===== config.mk =====
export PLATFORM = sky130hd
export DESIGN_NAME = voxel_ray_traversal_fixed_scene
export DESIGN_NICKNAME = d
export VERILOG_FILES = /design/src/rtl/core/vrt_pkg.sv /design/src/rtl/core/voxel_ray_traversal_fixed_scene.sv /design/src/rtl/core/vrt_div.sv /design/src/rtl/core/vrt_dp.sv /design/src/rtl/core/vrt_ctrl.sv
export SDC_FILE = /design/constraint.sdc
export NUM_CORES = 2
export LEC_CHECK = 0
export ABC_AREA = 1
export BUFFER_PORTS_ARGS = -buffer_cell sky130_fd_sc_hd__clkbuf_2
export CAP_MARGIN = 20
export CORE_ASPECT_RATIO = 2
export CORE_MARGIN = 4
export CORE_UTILIZATION = 48
export CTS_BUF_LIST = sky130_fd_sc_hd__clkbuf_2 sky130_fd_sc_hd__clkbuf_4 sky130_fd_sc_hd__clkbuf_8
export DETAILED_ROUTE_END_ITERATION = 7
export HOLD_SLACK_MARGIN = 0.1
export PLACE_DENSITY = 0.7
export SYNTH_ARGS = -nofsm -noshare
export SYNTH_HDL_FRONTEND = slang
export SYNTH_SLANG_ARGS = --single-unit

===== constraint.sdc =====
create_clock -name clock -period 28.3 [get_ports clock]
set_clock_uncertainty 0.1 [all_clocks]
set_input_delay 5.66 -clock clock [delete_from_list [all_inputs] [get_ports clock]]
set_output_delay 5.66 -clock clock [all_outputs]
set_load 0.01 [all_outputs]

===== src/rtl/core/vrt_pkg.sv =====
// Shared constants, command and status types and the cell occupancy test.
package vrt_pkg;

   localparam int STEP_LIMIT_DEF = 64;
   // Cell index width: 12 bits from the origin plus room for up to 2048 steps.
   localparam int CELL_W  = 13;
   localparam int SIDE_W  = 63;
   localparam int DELTA_W = 41;
   localparam int DVD_W   = 63;
   localparam int DVS_W   = 32;
   localparam int PROD_W  = 53;
   localparam int HIT_W   = 65;
   localparam int DIFF_W  = 31;

   localparam logic [SIDE_W-1:0] SIDE_SAT  = 63'h4000_0000_0000_0000;
   localparam logic [DVD_W-1:0]  DELTA_NUM = 63'h0000_0100_0000_0000;

   localparam logic [3:0] OP_NONE        = 4'd0;
   localparam logic [3:0] OP_LOAD        = 4'd1;
   localparam logic [3:0] OP_DELTA_START = 4'd2;
   localparam logic [3:0] OP_DELTA_TAKE  = 4'd3;
   localparam logic [3:0] OP_SIDE_LO     = 4'd4;
   localparam logic [3:0] OP_SIDE_HI     = 4'd5;
   localparam logic [3:0] OP_SIDE_TAKE   = 4'd6;
   localparam logic [3:0] OP_STEP        = 4'd7;
   localparam logic [3:0] OP_HIT         = 4'd8;
   localparam logic [3:0] OP_FACE        = 4'd9;
   localparam logic [3:0] OP_ENTRY_LO    = 4'd10;
   localparam logic [3:0] OP_ENTRY_HI    = 4'd11;
   localparam logic [3:0] OP_ENTRY_DIV   = 4'd12;
   localparam logic [3:0] OP_ENTRY_TAKE  = 4'd13;
   localparam logic [3:0] OP_OUT         = 4'd14;

   typedef struct packed {
      logic [3:0] op;
      logic [1:0] sel;
   } cmd_type;

   typedef struct packed {
      logic       div_done;
      logic       solid;
      logic [1:0] axis_last;
      logic [2:0] dir_zero;
   } stat_type;

   function automatic logic box_in(input logic signed [15:0] a,
                                   input logic signed [15:0] c,
                                   input logic signed [15:0] h);
      logic signed [15:0] s;
      s = a + c;
      return (s < h) && (s > -h);
   endfunction

   function automatic logic is_three(input logic signed [15:0] v);
      return (v == 16'sd3) || (v == -16'sd3);
   endfunction

   // Doubled coordinates so the cell centre 2m+1 is an integer.
   function automatic logic cell_solid(input logic signed [CELL_W-1:0] mx,
                                       input logic signed [CELL_W-1:0] my,
                                       input logic signed [CELL_W-1:0] mz);
      logic signed [15:0] x;
      logic signed [15:0] y;
      logic signed [15:0] z;
      logic               b;
      logic               s;
      x = {{2{mx[CELL_W-1]}}, mx, 1'b1};
      y = {{2{my[CELL_W-1]}}, my, 1'b1};
      z = {{2{mz[CELL_W-1]}}, mz, 1'b1};
      b = (box_in(y, 16'sd12, 16'sd2) && box_in(x, -16'sd2, 16'sd4)
           && box_in(z, -16'sd8, 16'sd10))
        || (box_in(y, 16'sd8, 16'sd4) && box_in(x, -16'sd6, 16'sd4)
           && box_in(z, -16'sd12, 16'sd4))
        || (box_in(y, -16'sd8, 16'sd2) && box_in(x, 16'sd9, 16'sd3)
           && box_in(z, -16'sd10, 16'sd2))
        || (box_in(y, -16'sd1, 16'sd13) && box_in(x, -16'sd10, 16'sd4)
           && box_in(z, 16'sd3, 16'sd8))
        || (box_in(y, -16'sd8, 16'sd2) && box_in(x, -16'sd8, 16'sd2)
           && box_in(z, 16'sd6, 16'sd4))
        || (box_in(y, 16'sd2, 16'sd2) && box_in(x, -16'sd14, 16'sd4)
           && box_in(z, 16'sd8, 16'sd2));
      // Odd offsets below 5 are 1 or 3; only all three at 3 leave the sphere.
      s = box_in(x, 16'sd16, 16'sd5) && box_in(y, 16'sd0, 16'sd5)
        && box_in(z, 16'sd18, 16'sd5)
        && !(is_three(x + 16'sd16) && is_three(y) && is_three(z + 16'sd18));
      return b || s;
   endfunction

endpackage


===== src/rtl/core/voxel_ray_traversal_fixed_scene.sv =====
// Top level of the voxel ray traversal block against a fixed scene.
// One ray per command: start is taken when busy is low, and the result beat
// appears on the rsp_ ports for exactly one cycle under rsp_valid; the
// receiver cannot stall it. A ray's setup runs one 41-bit step-distance
// division per non-zero direction axis in the shared radix-2 divider, plus
// the side-distance multiply, then the walk visits one cell per cycle for up
// to STEP_LIMIT steps, then up to two 63-bit divisions in the same divider
// give the entry point. The run time is set by the one-bit-per-cycle divider
// and the one-cell-per-cycle walk. Start may be raised again in the cycle the
// result beat is shown.
module voxel_ray_traversal_fixed_scene #(
   parameter int STEP_LIMIT = vrt_pkg::STEP_LIMIT_DEF
) (
   input  logic               clock,
   input  logic               reset,
   input  logic               start,
   output logic               busy,
   input  logic signed [31:0] req_origin_x,
   input  logic signed [31:0] req_origin_y,
   input  logic signed [31:0] req_origin_z,
   input  logic signed [31:0] req_direction_x,
   input  logic signed [31:0] req_direction_y,
   input  logic signed [31:0] req_direction_z,
   output logic               rsp_valid,
   output logic               rsp_tile_hit,
   output logic [1:0]         rsp_face_axis,
   output logic signed [31:0] rsp_hit_x,
   output logic signed [31:0] rsp_hit_y,
   output logic signed [31:0] rsp_hit_z
);
   import vrt_pkg::*;

   cmd_type  cmd;
   stat_type stat;

   // Controller: sequence the setup, the walk and the entry-point work.
   vrt_ctrl #(
      .STEP_LIMIT (STEP_LIMIT)
   ) u_ctrl (
      .clock (clock),
      .reset (reset),
      .start (start),
      .stat  (stat),
      .cmd   (cmd),
      .busy  (busy)
   );

   // Datapath: hold the ray, advance the cells, drive the result beat.
   vrt_dp u_dp (
      .clock           (clock),
      .reset           (reset),
      .cmd             (cmd),
      .stat            (stat),
      .req_origin_x    (req_origin_x),
      .req_origin_y    (req_origin_y),
      .req_origin_z    (req_origin_z),
      .req_direction_x (req_direction_x),
      .req_direction_y (req_direction_y),
      .req_direction_z (req_direction_z),
      .rsp_valid       (rsp_valid),
      .rsp_tile_hit    (rsp_tile_hit),
      .rsp_face_axis   (rsp_face_axis),
      .rsp_hit_x       (rsp_hit_x),
      .rsp_hit_y       (rsp_hit_y),
      .rsp_hit_z       (rsp_hit_z)
   );

`ifndef SYNTH
   // The result beat comes exactly when the block has just gone idle.
   a_beat_on_idle: assert property (@(posedge clock) disable iff (reset)
      rsp_valid |-> (!busy && $past(busy)))
      else $error("result beat without end of work");

   a_idle_gives_beat: assert property (@(posedge clock) disable iff (reset)
      $fell(busy) |-> rsp_valid)
      else $error("work ended without a result beat");

   a_start_takes: assert property (@(posedge clock) disable iff (reset)
      (start && !busy) |=> busy)
      else $error("accepted ray did not make the block busy");

   a_no_axis_no_walk: assert property (@(posedge clock) disable iff (reset)
      (rsp_valid && rsp_face_axis == 2'd0) |-> $past(!busy, 2) == 1'b0)
      else $error("result with no step came too early");
`endif

endmodule


===== src/rtl/core/vrt_div.sv =====
// Radix-2 restoring divider, one quotient bit per cycle.
module vrt_div (
   input  logic                        clock,
   input  logic                        reset,
   input  logic                        start,
   input  logic                        short_mode,
   input  logic [vrt_pkg::DVD_W-1:0]   dividend,
   input  logic [vrt_pkg::DVS_W-1:0]   divisor,
   output logic                        done,
   output logic [vrt_pkg::DVD_W-1:0]   quotient
);
   import vrt_pkg::*;

   logic              run_ff, run_in;
   logic              done_ff, done_in;
   logic [6:0]        cnt_ff, cnt_in;
   logic [DVD_W-1:0]  dvd_ff, dvd_in;
   logic [DVD_W-1:0]  quo_ff, quo_in;
   logic [DVS_W-1:0]  dvs_ff, dvs_in;
   logic [DVS_W-1:0]  rem_ff, rem_in;
   logic [DVS_W:0]    trial;

   assign trial = {rem_ff, dvd_ff[DVD_W-1]};

   always_comb begin
      run_in  = run_ff;
      done_in = 1'b0;
      cnt_in  = cnt_ff;
      dvd_in  = dvd_ff;
      quo_in  = quo_ff;
      dvs_in  = dvs_ff;
      rem_in  = rem_ff;
      if (start) begin
         run_in = 1'b1;
         // A short dividend is left-aligned so only its 41 bits are walked.
         dvd_in = short_mode ? (dividend << (DVD_W - DELTA_W)) : dividend;
         cnt_in = short_mode ? 7'(DELTA_W) : 7'(DVD_W);
         quo_in = '0;
         rem_in = '0;
         dvs_in = divisor;
      end else if (run_ff) begin
         if (trial >= {1'b0, dvs_ff}) begin
            rem_in = DVS_W'(trial - {1'b0, dvs_ff});
            quo_in = {quo_ff[DVD_W-2:0], 1'b1};
         end else begin
            rem_in = trial[DVS_W-1:0];
            quo_in = {quo_ff[DVD_W-2:0], 1'b0};
         end
         dvd_in = {dvd_ff[DVD_W-2:0], 1'b0};
         cnt_in = cnt_ff - 7'd1;
         if (cnt_ff == 7'd1) begin
            run_in  = 1'b0;
            done_in = 1'b1;
         end
      end
   end

   always_ff @(posedge clock) begin
      if (reset) begin
         run_ff  <= 1'b0;
         done_ff <= 1'b0;
      end else begin
         run_ff  <= run_in;
         done_ff <= done_in;
      end
      cnt_ff <= cnt_in;
      dvd_ff <= dvd_in;
      quo_ff <= quo_in;
      dvs_ff <= dvs_in;
      rem_ff <= rem_in;
   end

   assign done     = done_ff;
   assign quotient = quo_ff;

endmodule


===== src/rtl/core/vrt_dp.sv =====
// Traversal datapath: ray registers, walk step, multiplier, divider and result.
module vrt_dp (
   input  logic                    clock,
   input  logic                    reset,
   input  vrt_pkg::cmd_type        cmd,
   output vrt_pkg::stat_type       stat,
   input  logic signed [31:0]      req_origin_x,
   input  logic signed [31:0]      req_origin_y,
   input  logic signed [31:0]      req_origin_z,
   input  logic signed [31:0]      req_direction_x,
   input  logic signed [31:0]      req_direction_y,
   input  logic signed [31:0]      req_direction_z,
   output logic                    rsp_valid,
   output logic                    rsp_tile_hit,
   output logic [1:0]              rsp_face_axis,
   output logic signed [31:0]      rsp_hit_x,
   output logic signed [31:0]      rsp_hit_y,
   output logic signed [31:0]      rsp_hit_z
);
   import vrt_pkg::*;

   logic signed [31:0]        org_ff   [3];
   logic signed [31:0]        dir_ff   [3];
   logic signed [CELL_W-1:0]  cell_ff  [3];
   logic [DELTA_W-1:0]        delta_ff [3];
   logic [SIDE_W-1:0]         side_ff  [3];
   logic signed [HIT_W-1:0]   hit_ff   [3];
   logic [PROD_W-1:0]         prod_ff;
   logic [DVD_W-1:0]          acc_ff;
   logic                      tile_ff;
   logic [1:0]                axis_ff;
   logic [DIFF_W-1:0]         diff_abs_ff;
   logic                      diff_neg_ff;
   logic [DVS_W-1:0]          den_abs_ff;
   logic                      den_neg_ff;
   logic                      valid_ff;
   logic                      out_tile_ff;
   logic [1:0]                out_axis_ff;
   logic signed [31:0]        out_x_ff, out_y_ff, out_z_ff;

   logic [1:0]                sel;
   logic [DVS_W-1:0]          dir_abs;
   logic [20:0]               frac;
   logic [31:0]               mul_a;
   logic [20:0]               mul_b;
   logic [PROD_W-1:0]         prod;
   logic [1:0]                ch;
   logic [SIDE_W-1:0]         side_next;
   logic signed [13:0]        face_cell;
   logic signed [34:0]        face;
   logic signed [34:0]        diff;
   logic [34:0]               diff_mag;
   logic                      div_start;
   logic                      div_done;
   logic [DVD_W-1:0]          div_dvd;
   logic [DVD_W-1:0]          quo;
   logic                      ent_neg;
   logic signed [HIT_W-1:0]   ent_off;

   assign sel     = cmd.sel;
   assign dir_abs = dir_ff[sel][31] ? DVS_W'(-dir_ff[sel]) : DVS_W'(dir_ff[sel]);
   // Distance to the first boundary along the step sign, Q.20.
   assign frac    = dir_ff[sel][31] ? {1'b0, org_ff[sel][19:0]}
                                    : 21'h10_0000 - {1'b0, org_ff[sel][19:0]};

   always_comb begin
      mul_a = {11'b0, delta_ff[sel][20:0]};
      mul_b = frac;
      case (cmd.op)
         OP_SIDE_HI:  begin
            mul_a = {12'b0, delta_ff[sel][DELTA_W-1:21]};
         end
         OP_ENTRY_LO: begin
            mul_a = {1'b0, diff_abs_ff};
            mul_b = {5'b0, dir_abs[15:0]};
         end
         OP_ENTRY_HI: begin
            mul_a = {1'b0, diff_abs_ff};
            mul_b = {5'b0, dir_abs[31:16]};
         end
         default: begin
         end
      endcase
   end

   assign prod = PROD_W'(mul_a) * PROD_W'(mul_b);

   // Axis choice: x only if strictly lowest, then y if below z, else z.
   always_comb begin
      if (side_ff[0] < side_ff[1] && side_ff[0] < side_ff[2]) begin
         ch = 2'd0;
      end else if (side_ff[1] < side_ff[2]) begin
         ch = 2'd1;
      end else begin
         ch = 2'd2;
      end
      if (side_ff[ch] >= SIDE_SAT - SIDE_W'(delta_ff[ch])) begin
         side_next = SIDE_SAT;
      end else begin
         side_next = side_ff[ch] + SIDE_W'(delta_ff[ch]);
      end
   end

   assign face_cell = {cell_ff[sel][CELL_W-1], cell_ff[sel]}
                    + (dir_ff[sel][31] ? 14'sd1 : 14'sd0);
   assign face      = {face_cell[13], face_cell, 20'b0};
   assign diff      = face - {{3{org_ff[sel][31]}}, org_ff[sel]};
   assign diff_mag  = diff[34] ? 35'(-diff) : 35'(diff);

   assign div_start = (cmd.op == OP_DELTA_START) || (cmd.op == OP_ENTRY_DIV);
   assign div_dvd   = (cmd.op == OP_DELTA_START) ? DELTA_NUM
                    : acc_ff + (DVD_W'(prod_ff) << 16);

   vrt_div u_div (
      .clock      (clock),
      .reset      (reset),
      .start      (div_start),
      .short_mode (cmd.op == OP_DELTA_START),
      .dividend   (div_dvd),
      .divisor    ((cmd.op == OP_DELTA_START) ? dir_abs : den_abs_ff),
      .done       (div_done),
      .quotient   (quo)
   );

   assign ent_neg = diff_neg_ff ^ dir_ff[sel][31] ^ den_neg_ff;
   assign ent_off = ent_neg ? -$signed({2'b0, quo}) : $signed({2'b0, quo});

   function automatic logic signed [31:0] to_q16(input logic signed [HIT_W-1:0] v);
      logic signed [HIT_W-1:0] s;
      s = v >>> 4;
      if (s > 65'sd2147483647) begin
         return 32'sh7FFF_FFFF;
      end else if (s < -65'sd2147483648) begin
         return 32'sh8000_0000;
      end else begin
         return s[31:0];
      end
   endfunction

   always_ff @(posedge clock) begin
      if (reset) begin
         valid_ff <= 1'b0;
      end else begin
         valid_ff <= (cmd.op == OP_OUT);
      end
      case (cmd.op)
         OP_LOAD: begin
            org_ff[0] <= req_origin_x;
            org_ff[1] <= req_origin_y;
            org_ff[2] <= req_origin_z;
            dir_ff[0] <= req_direction_x;
            dir_ff[1] <= req_direction_y;
            dir_ff[2] <= req_direction_z;
            cell_ff[0] <= {req_origin_x[31], req_origin_x[31:20]};
            cell_ff[1] <= {req_origin_y[31], req_origin_y[31:20]};
            cell_ff[2] <= {req_origin_z[31], req_origin_z[31:20]};
            for (int k = 0; k < 3; k++) begin
               delta_ff[k] <= '0;
               side_ff[k]  <= SIDE_SAT;
            end
            tile_ff <= 1'b0;
            axis_ff <= 2'd0;
         end
         OP_DELTA_TAKE: delta_ff[sel] <= quo[DELTA_W-1:0];
         OP_SIDE_LO:    prod_ff <= prod;
         OP_SIDE_HI: begin
            acc_ff  <= DVD_W'(prod_ff);
            prod_ff <= prod;
         end
         OP_SIDE_TAKE: begin
            side_ff[sel] <= SIDE_W'((acc_ff + (DVD_W'(prod_ff) << 21)) >> 20);
         end
         OP_STEP: begin
            side_ff[ch] <= side_next;
            cell_ff[ch] <= cell_ff[ch] + (dir_ff[ch][31] ? -13'sd1 : 13'sd1);
            axis_ff     <= ch + 2'd1;
         end
         OP_HIT: tile_ff <= 1'b1;
         OP_FACE: begin
            for (int k = 0; k < 3; k++) begin
               if (axis_ff != 2'd0 && sel == 2'(k)) begin
                  hit_ff[k] <= {{(HIT_W-35){face[34]}}, face};
               end else begin
                  hit_ff[k] <= {{(HIT_W-32){org_ff[k][31]}}, org_ff[k]};
               end
            end
            diff_abs_ff <= diff_mag[DIFF_W-1:0];
            diff_neg_ff <= diff[34];
            den_abs_ff  <= dir_abs;
            den_neg_ff  <= dir_ff[sel][31];
         end
         OP_ENTRY_LO: prod_ff <= prod;
         OP_ENTRY_HI: begin
            acc_ff  <= DVD_W'(prod_ff);
            prod_ff <= prod;
         end
         OP_ENTRY_TAKE: begin
            hit_ff[sel] <= {{(HIT_W-32){org_ff[sel][31]}}, org_ff[sel]} + ent_off;
         end
         OP_OUT: begin
            out_tile_ff <= tile_ff;
            out_axis_ff <= axis_ff;
            out_x_ff    <= to_q16(hit_ff[0]);
            out_y_ff    <= to_q16(hit_ff[1]);
            out_z_ff    <= to_q16(hit_ff[2]);
         end
         default: begin
         end
      endcase
   end

   assign stat.div_done  = div_done;
   assign stat.solid     = cell_solid(cell_ff[0], cell_ff[1], cell_ff[2]);
   assign stat.axis_last = axis_ff;
   assign stat.dir_zero  = {dir_ff[2] == 32'sd0, dir_ff[1] == 32'sd0, dir_ff[0] == 32'sd0};

   assign rsp_valid     = valid_ff;
   assign rsp_tile_hit  = out_tile_ff;
   assign rsp_face_axis = out_axis_ff;
   assign rsp_hit_x     = out_x_ff;
   assign rsp_hit_y     = out_y_ff;
   assign rsp_hit_z     = out_z_ff;

endmodule


===== src/rtl/core/vrt_ctrl.sv =====
// Sequencer: setup divisions, cell walk, entry-point divisions, result beat.
module vrt_ctrl #(
   parameter int STEP_LIMIT = vrt_pkg::STEP_LIMIT_DEF
) (
   input  logic               clock,
   input  logic               reset,
   input  logic               start,
   input  vrt_pkg::stat_type  stat,
   output vrt_pkg::cmd_type   cmd,
   output logic               busy
);
   import vrt_pkg::*;

   localparam int CNT_W = $clog2(STEP_LIMIT + 1);

   localparam logic [3:0] S_IDLE   = 4'd0;
   localparam logic [3:0] S_DSTART = 4'd1;
   localparam logic [3:0] S_DWAIT  = 4'd2;
   localparam logic [3:0] S_SLO    = 4'd3;
   localparam logic [3:0] S_SHI    = 4'd4;
   localparam logic [3:0] S_STAKE  = 4'd5;
   localparam logic [3:0] S_WALK   = 4'd6;
   localparam logic [3:0] S_FACE   = 4'd7;
   localparam logic [3:0] S_ELO    = 4'd8;
   localparam logic [3:0] S_EHI    = 4'd9;
   localparam logic [3:0] S_EDIV   = 4'd10;
   localparam logic [3:0] S_EWAIT  = 4'd11;
   localparam logic [3:0] S_OUT    = 4'd12;

   logic [3:0]       state_ff, state_in;
   logic [1:0]       k_ff, k_in;
   logic [CNT_W-1:0] cnt_ff, cnt_in;
   logic [1:0]       a;
   logic [2:0]       nk;

   assign a  = stat.axis_last - 2'd1;
   assign nk = ({1'b0, k_ff} + 3'd1 == {1'b0, a}) ? {1'b0, k_ff} + 3'd2
                                                 : {1'b0, k_ff} + 3'd1;

   always_comb begin
      state_in = state_ff;
      k_in     = k_ff;
      cnt_in   = cnt_ff;
      cmd.op   = OP_NONE;
      cmd.sel  = k_ff;
      case (state_ff)
         S_IDLE: begin
            if (start) begin
               cmd.op   = OP_LOAD;
               k_in     = 2'd0;
               state_in = S_DSTART;
            end
         end
         S_DSTART: begin
            if (stat.dir_zero[k_ff]) begin
               if (k_ff == 2'd2) begin
                  cnt_in   = '0;
                  state_in = S_WALK;
               end else begin
                  k_in = k_ff + 2'd1;
               end
            end else begin
               cmd.op   = OP_DELTA_START;
               state_in = S_DWAIT;
            end
         end
         S_DWAIT: begin
            if (stat.div_done) begin
               cmd.op   = OP_DELTA_TAKE;
               state_in = S_SLO;
            end
         end
         S_SLO: begin
            cmd.op   = OP_SIDE_LO;
            state_in = S_SHI;
         end
         S_SHI: begin
            cmd.op   = OP_SIDE_HI;
            state_in = S_STAKE;
         end
         S_STAKE: begin
            cmd.op = OP_SIDE_TAKE;
            if (k_ff == 2'd2) begin
               cnt_in   = '0;
               state_in = S_WALK;
            end else begin
               k_in     = k_ff + 2'd1;
               state_in = S_DSTART;
            end
         end
         S_WALK: begin
            // The cell entered by the last permitted step is not tested.
            if (cnt_ff == CNT_W'(STEP_LIMIT)) begin
               state_in = S_FACE;
            end else if (stat.solid) begin
               cmd.op   = OP_HIT;
               state_in = S_FACE;
            end else begin
               cmd.op = OP_STEP;
               cnt_in = cnt_ff + CNT_W'(1);
            end
         end
         S_FACE: begin
            cmd.op  = OP_FACE;
            cmd.sel = a;
            if (stat.axis_last == 2'd0 || stat.dir_zero[a]) begin
               state_in = S_OUT;
            end else begin
               k_in     = (a == 2'd0) ? 2'd1 : 2'd0;
               state_in = S_ELO;
            end
         end
         S_ELO: begin
            cmd.op   = OP_ENTRY_LO;
            state_in = S_EHI;
         end
         S_EHI: begin
            cmd.op   = OP_ENTRY_HI;
            state_in = S_EDIV;
         end
         S_EDIV: begin
            cmd.op   = OP_ENTRY_DIV;
            state_in = S_EWAIT;
         end
         S_EWAIT: begin
            if (stat.div_done) begin
               cmd.op = OP_ENTRY_TAKE;
               if (nk > 3'd2) begin
                  state_in = S_OUT;
               end else begin
                  k_in     = nk[1:0];
                  state_in = S_ELO;
               end
            end
         end
         S_OUT: begin
            cmd.op   = OP_OUT;
            state_in = S_IDLE;
         end
         default: state_in = S_IDLE;
      endcase
   end

   always_ff @(posedge clock) begin
      if (reset) begin
         state_ff <= S_IDLE;
      end else begin
         state_ff <= state_in;
      end
      k_ff   <= k_in;
      cnt_ff <= cnt_in;
   end

   assign busy = (state_ff != S_IDLE);

endmodule

## Word level (Yosys, flattened, before mapping)

Memory sizes are Yosys's and may differ from the RTL's.
Index checks and enable logic that the tools add are counted.

| operators by class | value |
|---|---|
| multiplexer cells | 113 |
| equal/unequal tests | 48 |
| multiply operators | 1 |
| magnitude comparators | 54 |
| add/sub/neg operators | 39 |
| reductions and logical operators | 79 |
| shifts and indexed selects | 0 |
| bitwise logic cells | 6 |
| divide/modulo/power cells | 0 |

Operator list:

| operator | number |
|---|---|
| 63-bit 2-to-1 mux | 7 |
| 65-bit 2-to-1 mux | 5 |
| 32-bit 2-to-1 mux | 6 |
| 63-bit < comparator | 3 |
| 61-bit by 32-bit greater-than comparator with 1-bit output (second input constant) | 3 |
| 61-bit by 32-bit < comparator with 1-bit output (second input constant) | 3 |
| 16-bit by 4-bit < comparator with 1-bit output (second input constant) | 9 |
| 16-bit by 3-bit greater-than comparator with 1-bit output (second input constant) | 8 |
| 53-bit by 63-bit adder with 63-bit output | 2 |
| 63-bit OR reduction | 2 |
| 14-bit by 5-bit adder with 15-bit output (second input constant) | 8 |
| 16-bit by 3-bit < comparator with 1-bit output (second input constant) | 7 |
| 16-bit by 2-bit greater-than comparator with 1-bit output (second input constant) | 6 |
| 32-bit logical NOT | 3 |
| 14-bit by 4-bit adder with 15-bit output (second input constant) | 5 |
| 65-bit adder | 1 |
| 63-bit negation with 65-bit output | 1 |
| 65-bit OR reduction | 1 |
| 16-bit by 3-bit == test with 1-bit output (second input constant) | 4 |
| 63-bit by 41-bit adder with 63-bit output | 1 |
| 63-bit greater-or-equal comparator | 1 |
| 63-bit by 41-bit subtractor with 63-bit output (first input constant) | 1 |
| 31-bit one-hot mux with 2 select lines | 1 |
| 31-bit by 21-bit multiplier with 52-bit output | 1 |
| other kinds (77) | 251 |

| word-level totals | value |
|---|---|
| register bits after elaboration | 486 |
| RAM bits | 738 |
| word-level logic and storage cells | 370 |
| ROM bits | 0 |
| output and inout port bits | 101 |
| latch bits | 0 |
| memories | 6 |

Memories:

| memory | depth | width | rd ports | clocked after Yosys merged registers in | wr ports | line | source |
|---|---|---|---|---|---|---|---|
| u_dp.hit_ff | 3 | 65 | 3 | 0 | 3 | vrt_dp.sv:27 | `logic signed [HIT_W-1:0] hit_ff [3];` |
| u_dp.side_ff | 3 | 63 | 4 | 0 | 3 | vrt_dp.sv:26 | `logic [SIDE_W-1:0] side_ff [3];` |
| u_dp.delta_ff | 3 | 41 | 2 | 0 | 3 | vrt_dp.sv:25 | `logic [DELTA_W-1:0] delta_ff [3];` |
| u_dp.dir_ff | 3 | 32 | 5 | 0 | 3 | vrt_dp.sv:23 | `logic signed [31:0] dir_ff [3];` |
| u_dp.org_ff | 3 | 32 | 4 | 0 | 3 | vrt_dp.sv:22 | `logic signed [31:0] org_ff [3];` |
| u_dp.cell_ff | 3 | 13 | 5 | 0 | 3 | vrt_dp.sv:24 | `logic signed [CELL_W-1:0] cell_ff [3];` |

## Depth between registers and ports, before layout

An unclocked memory read counts as a cell.

| logic depth | value |
|---|---|
| depth after elaboration | 21 |
| depth in mapped cells | 55 |
| mapped depth without buffers | 52 |

## Hierarchy

Synthesis repeated with hierarchy kept, for this count alone.

| second synthesis, totals | value |
|---|---|
| cell total of the unflattened synthesis | 13232 |
| area total of the unflattened synthesis | 105667.6 µm² |

Modules (own cells, without submodules):

| module | area an instance (µm²) | seq. area each (µm²) | instances | cells each |
|---|---|---|---|---|
| vrt_dp | 93976.4 | 31640.3 | 1 | 11658 |
| vrt_div | 10485.1 | 5004.8 | 1 | 1394 |
| vrt_ctrl | 1206.2 | 350.3 | 1 | 180 |

## Worst setup path after synthesis

No wires, ideal clock.

| timing path | value |
|---|---|
| path type | in2reg |
| start | input port start |
| end | memory u_dp.side_ff[0][0], enable pin |
| path slack | 12.051 ns |
| arrival | 15.727 ns |
| data required time | 27.778 ns |
| stages on the path | 5 |
| buffers on the path | 1 |
| cells stage by stage | inv_1 > nor2_1 > inv_1 > clkbuf_1 > nand2_1 |

RTL lines:

| what | line | source |
|---|---|---|
| start, declared | voxel_ray_traversal_fixed_scene.sv:16 | `input logic start,` |
| end, declared | vrt_dp.sv:26 |  |

## Worst setup path after layout

| timing path | value |
|---|---|
| start | register u_dp.axis_ff[0] |
| end | register u_dp.prod_ff[42] (data pin) |

| between the ends | value |
|---|---|
| cells in the longest elaborated chain, start to end | 7 |
| elaborated cells on any way between the ends | 12 |
| classes of those cells | 3 x add/sub; 1 x mul; 5 x mux; 3 x memory |

Ends and longest elaborated chain:

| what | line | source |
|---|---|---|
| start, declared | vrt_dp.sv:31 | `logic [1:0] axis_ff;` |
| start signal, assigned | vrt_dp.sv:176 | `axis_ff <= ch + 2'd1;` |
| 2-bit by 1-bit subtractor with 2-bit output (*) | vrt_ctrl.sv:36 | `assign a = stat.axis_last - 2'd1;` |
| 2-bit 2-to-1 mux (*) | vrt_ctrl.sv:46 | `case (state_ff)` |
| memory read 3 x 32 bit (on tied branches) | - |  |
| 32-bit negation or 21-bit by 20-bit subtractor with 21-bit output (tied branches) | vrt_dp.sv:61, vrt_dp.sv:64 |  |
| 32-bit 2-to-1 mux or 21-bit 2-to-1 mux (tied branches) | vrt_dp.sv:61, vrt_dp.sv:63 |  |
| 21-bit one-hot mux with 2 select lines | vrt_dp.sv:69 | `case (cmd.op)` |
| 31-bit by 21-bit multiplier with 52-bit output (*) | vrt_dp.sv:86 | `assign prod = PROD_W'(mul_a) * PROD_W'(mul_b);` |
| net u_dp.prod[42] | vrt_dp.sv:46 | `logic [PROD_W-1:0] prod;` |
| end signal, assigned | vrt_dp.sv:165 | `OP_SIDE_LO: prod_ff <= prod;` |
| end signal, assigned | vrt_dp.sv:168 | `prod_ff <= prod;` |
| end signal, assigned | vrt_dp.sv:192 | `OP_ENTRY_LO: prod_ff <= prod;` |
| end, declared | vrt_dp.sv:28 | `logic [PROD_W-1:0] prod_ff;` |

Mark *: on every way through the listed nets, which the timed path passes. The rest lies on a longest branch.
A chain may end at the register's enable or synchronous reset.

==> impl_metrics.json <==
{
  "io_buffers": 295,
  "whs_path_depth": 0,
  "rsz0062_at_grt": "false",
  "row_count": 243,
  "core_um2": 218900,
  "synth-seq-cells": 1264,
  "wire_per_inst_um": 24.91,
  "tritoncts": "done",
  "gp_routability_congestion": 1.061,
  "worst_pin_slew_ns": 1.265,
  "worstSetupStartpointType": "flip-flop",
  "yosys.area.top_type_share": 0.3309,
  "seq_area_frac_synth": 0.3503,
  "grt_overflow_total": 0,
  "r2r-start": "u_dp.axis_ff[0]$_SDFFCE_PN0P_",
  "root_buffer": "clkbuf_8",
  "timing.fmax_mhz": 80.72,
  "final.setup.tns_ns": 0,
  "preCtsSetupSlack_ns": 16.27,
  "setup_ws_ns": 15.91,
  "drv_cap": 0,
  "critical_path_peak_fanout": 39,
  "worstPathRequired_ns": 28.84,
  "yosys-top-cells-area": "edfxtp_1 (33%), fa_1 (10%), nand2_1 (10%)",
  "synth_edf_count": 1162,
  "status": "complete, no violations",
  "grt_pass1_wl_um": 592600,
  "antenna_found_initial": 11,
  "drc": 0,
  "holdPathEnd": "u_dp.acc_ff[50]$_DFFE_PP_",
  "synth_common_cells": "nand2_1 (2940), inv_1 (2039), nor2_1 (1588)",
  "worstHoldStart": "u_dp.prod_ff[50]$_DFFE_PP_",
  "hold_class": "flip-flop to flip-flop",
  "setup_viol_count_final": 0,
  "htree_levels": 4,
  "rr_worst_depth": 38,
  "syn-mean-instance-area_um2": 8.075,
  "critPathArrivalTime_ns": 12.93,
  "cp-startpoint": "u_dp.axis_ff[0]$_SDFFCE_PN0P_",
  "yosysTopAreaCell": "edfxtp_1",
  "crit_slowest_cell": "nand2_1",
  "start_util": 0.4816,
  "cts-resized-gates": 0,
  "hold_viol_final": 0,
  "period_needed_ns": 12.39,
  "synth.distinct_cells": 86,
  "drive_above_1_share": 0.07459,
  "maxSlewHeadroom": 0.1475,
  "die_x_um": 339.4,
  "clock_latency_ns": 1.01,
  "vias": 95050,
  "drt-initial-drc-count": 7960,
  "synthArstFlopShare": 0,
  "r2r_slack_ns": 15.91,
  "grt_max_degree": 83,
  "drt_pass1_iterations": 7,
  "r2r_end": "u_dp.prod_ff[42]$_DFFE_PP_",
  "clockBufferDepth": 4,
  "synth_flop_cell": "edfxtp_1",
  "nets": 14750,
  "final_max_slew_viol_count": 0,
  "clock_sinks": 1264,
  "io_pins": 296,
  "cts_made_buffers": 188,
  "clk_pin_slew_ns": 0.07,
  "post_cts_buffers": 0,
  "yosys_warnings": 0,
  "grt_usage": 0.3487,
  "hpwl_um": 315900,
  "syn_area_um2": 105400,
  "cts_hold_buf": 0,
  "max_stage_delay_ns": 0.73,
  "period_share": 0.4378,
  "grt_pass1_vias": 97370,
  "dieHeight_um": 670.8,
  "crit_buf_inv": 9,
  "syn-instance-count": 13060,
  "synth.most_common_cell": "nand2_1",
  "fp.dieArea_um2": 227700,
  "wl_um": 405700,
  "path_class": "flip-flop to flip-flop",
  "drtAntennaViolNets": 0,
  "critPathCaptureType": "flip-flop",
  "syn_to_final_growth_pct": 7.939,
  "avgViaCountPerCell": 5.836,
  "cp_top_family": "adder cells"
}
## placed cells by master, fill, tap and decap left out, types with 39 or more instances in the layout
master,instances
ha_1,687
inv_2,39
o21ai_0,526
a31oi_1,66
dfxtp_1,102
nand4_1,187
a21oi_1,731
nand2_1,2924
nor3_1,128
buf_4,115
clkbuf_2,295
o22ai_1,196
nand3_1,491
edfxtp_1,1162
o211ai_1,67
fa_1,553
xnor2_1,115
clkbuf_8,202
or2_2,48
clkinv_1,43
xor2_1,368
clkbuf_4,46
inv_1,2038
nor4_1,88
nor2_1,1574
conb_1,63
nand2_2,54
o21a_1,49
## routing by layer
layer / track usage / up-vias / part of all wire
met4: 0.3669 / 2 / 0.13
met1: 0.3324 / 45260 / 0.31
met2: 0.6142 / 4621 / 0.49
met5: 0 / - / 0.000032
li1: - / 43100 / -
met3: 0.05445 / 2064 / 0.065
## worst register-to-register path, delay by kind of cell (launching register included)
family | cells | cell delay [ns]
buf+inv | 9 | 1.31
simple gates | 13 | 3.53
flops | 1 | 0.51
fa+ha+maj | 9 | 4.59
compound gates | 6 | 1.93
xor+xnor | 1 | 0.07
## per-stage QoR
step                utilization  cells  hold slack (ns)  instance area [um^2]
global placement         0.5013  15940           0.3056                109700
floorplan                     -  13120           0.3003                105700
finish                   0.5199  16290           0.3192                113800
global route             0.5198  16280           0.3264                113800
CTS                      0.5198  16280           0.3194                113800
detailed placement       0.5013  15940           0.3045                109700
## kinds of logic (layout without fill, tap and decap cells)
| kind of cell | Yosys count | after routing | share of synthesized area |
|---|---|---|---|
| simple gates | 5670 | 5670 | 0.2247 |
| xor+xnor | 491 | 491 | 0.04146 |
| flops | 1264 | 1264 | 0.3503 |
| compound gates | 1892 | 1892 | 0.1035 |
| fa+ha+maj | 1240 | 1240 | 0.1865 |
| other cells | 2 | 70 | 0.00007123 |
| buf+inv | 2499 | 2841 | 0.09347 |
## registers in the layout (all words and copies together), names as in the netlist, 52 cells and up
register	count
u_dp.acc_ff	52
u_dp.cell_ff	52
u_dp.delta_ff	164
u_dp.dir_ff	96
u_dp.hit_ff	183
u_dp.org_ff	96
u_dp.prod_ff	52
u_dp.side_ff	189
u_dp.u_div.dvd_ff	63
u_dp.u_div.quotient	63
## layout make-up
| type | instances | area (um^2) |
|---|---|---|
| Clock buffer | 248 | 3126 |
| Tap cell | 2817 | 3525 |
| Sequential cell | 1264 | 36940 |
| Antenna cell | 7 | 17.52 |
| Clock inverter | 87 | 930.9 |
| Fill cell | 21230 | 105100 |
| Multi-Input combinational cell | 9356 | 59060 |
| Inverter | 2096 | 7878 |
| Timing Repair Buffer | 410 | 2340 |
## worst max path at each step
stage | to | slack (ns) | cells after the start
6_report | u_dp.prod_ff[42]$_DFFE_PP_ | 15.91 | 38
5_1_grt | u_dp.prod_ff[47]$_DFFE_PP_ | 15.48 | 41
4_1_cts | u_dp.prod_ff[47]$_DFFE_PP_ | 16.16 | 41
3_5_place_dp | u_dp.prod_ff[47]$_DFFE_PP_ | 16.27 | 41
3_3_place_gp | u_dp.prod_ff[47]$_DFFE_PP_ | 16.46 | 41
2_1_floorplan | u_dp.side_ff[0][0]$_SDFFCE_PN0P_ | 12.05 | 5
Power is left out: the tool's default activity adds up to more than one toggle a clock period on the data nets, which glitch-free logic cannot reach.
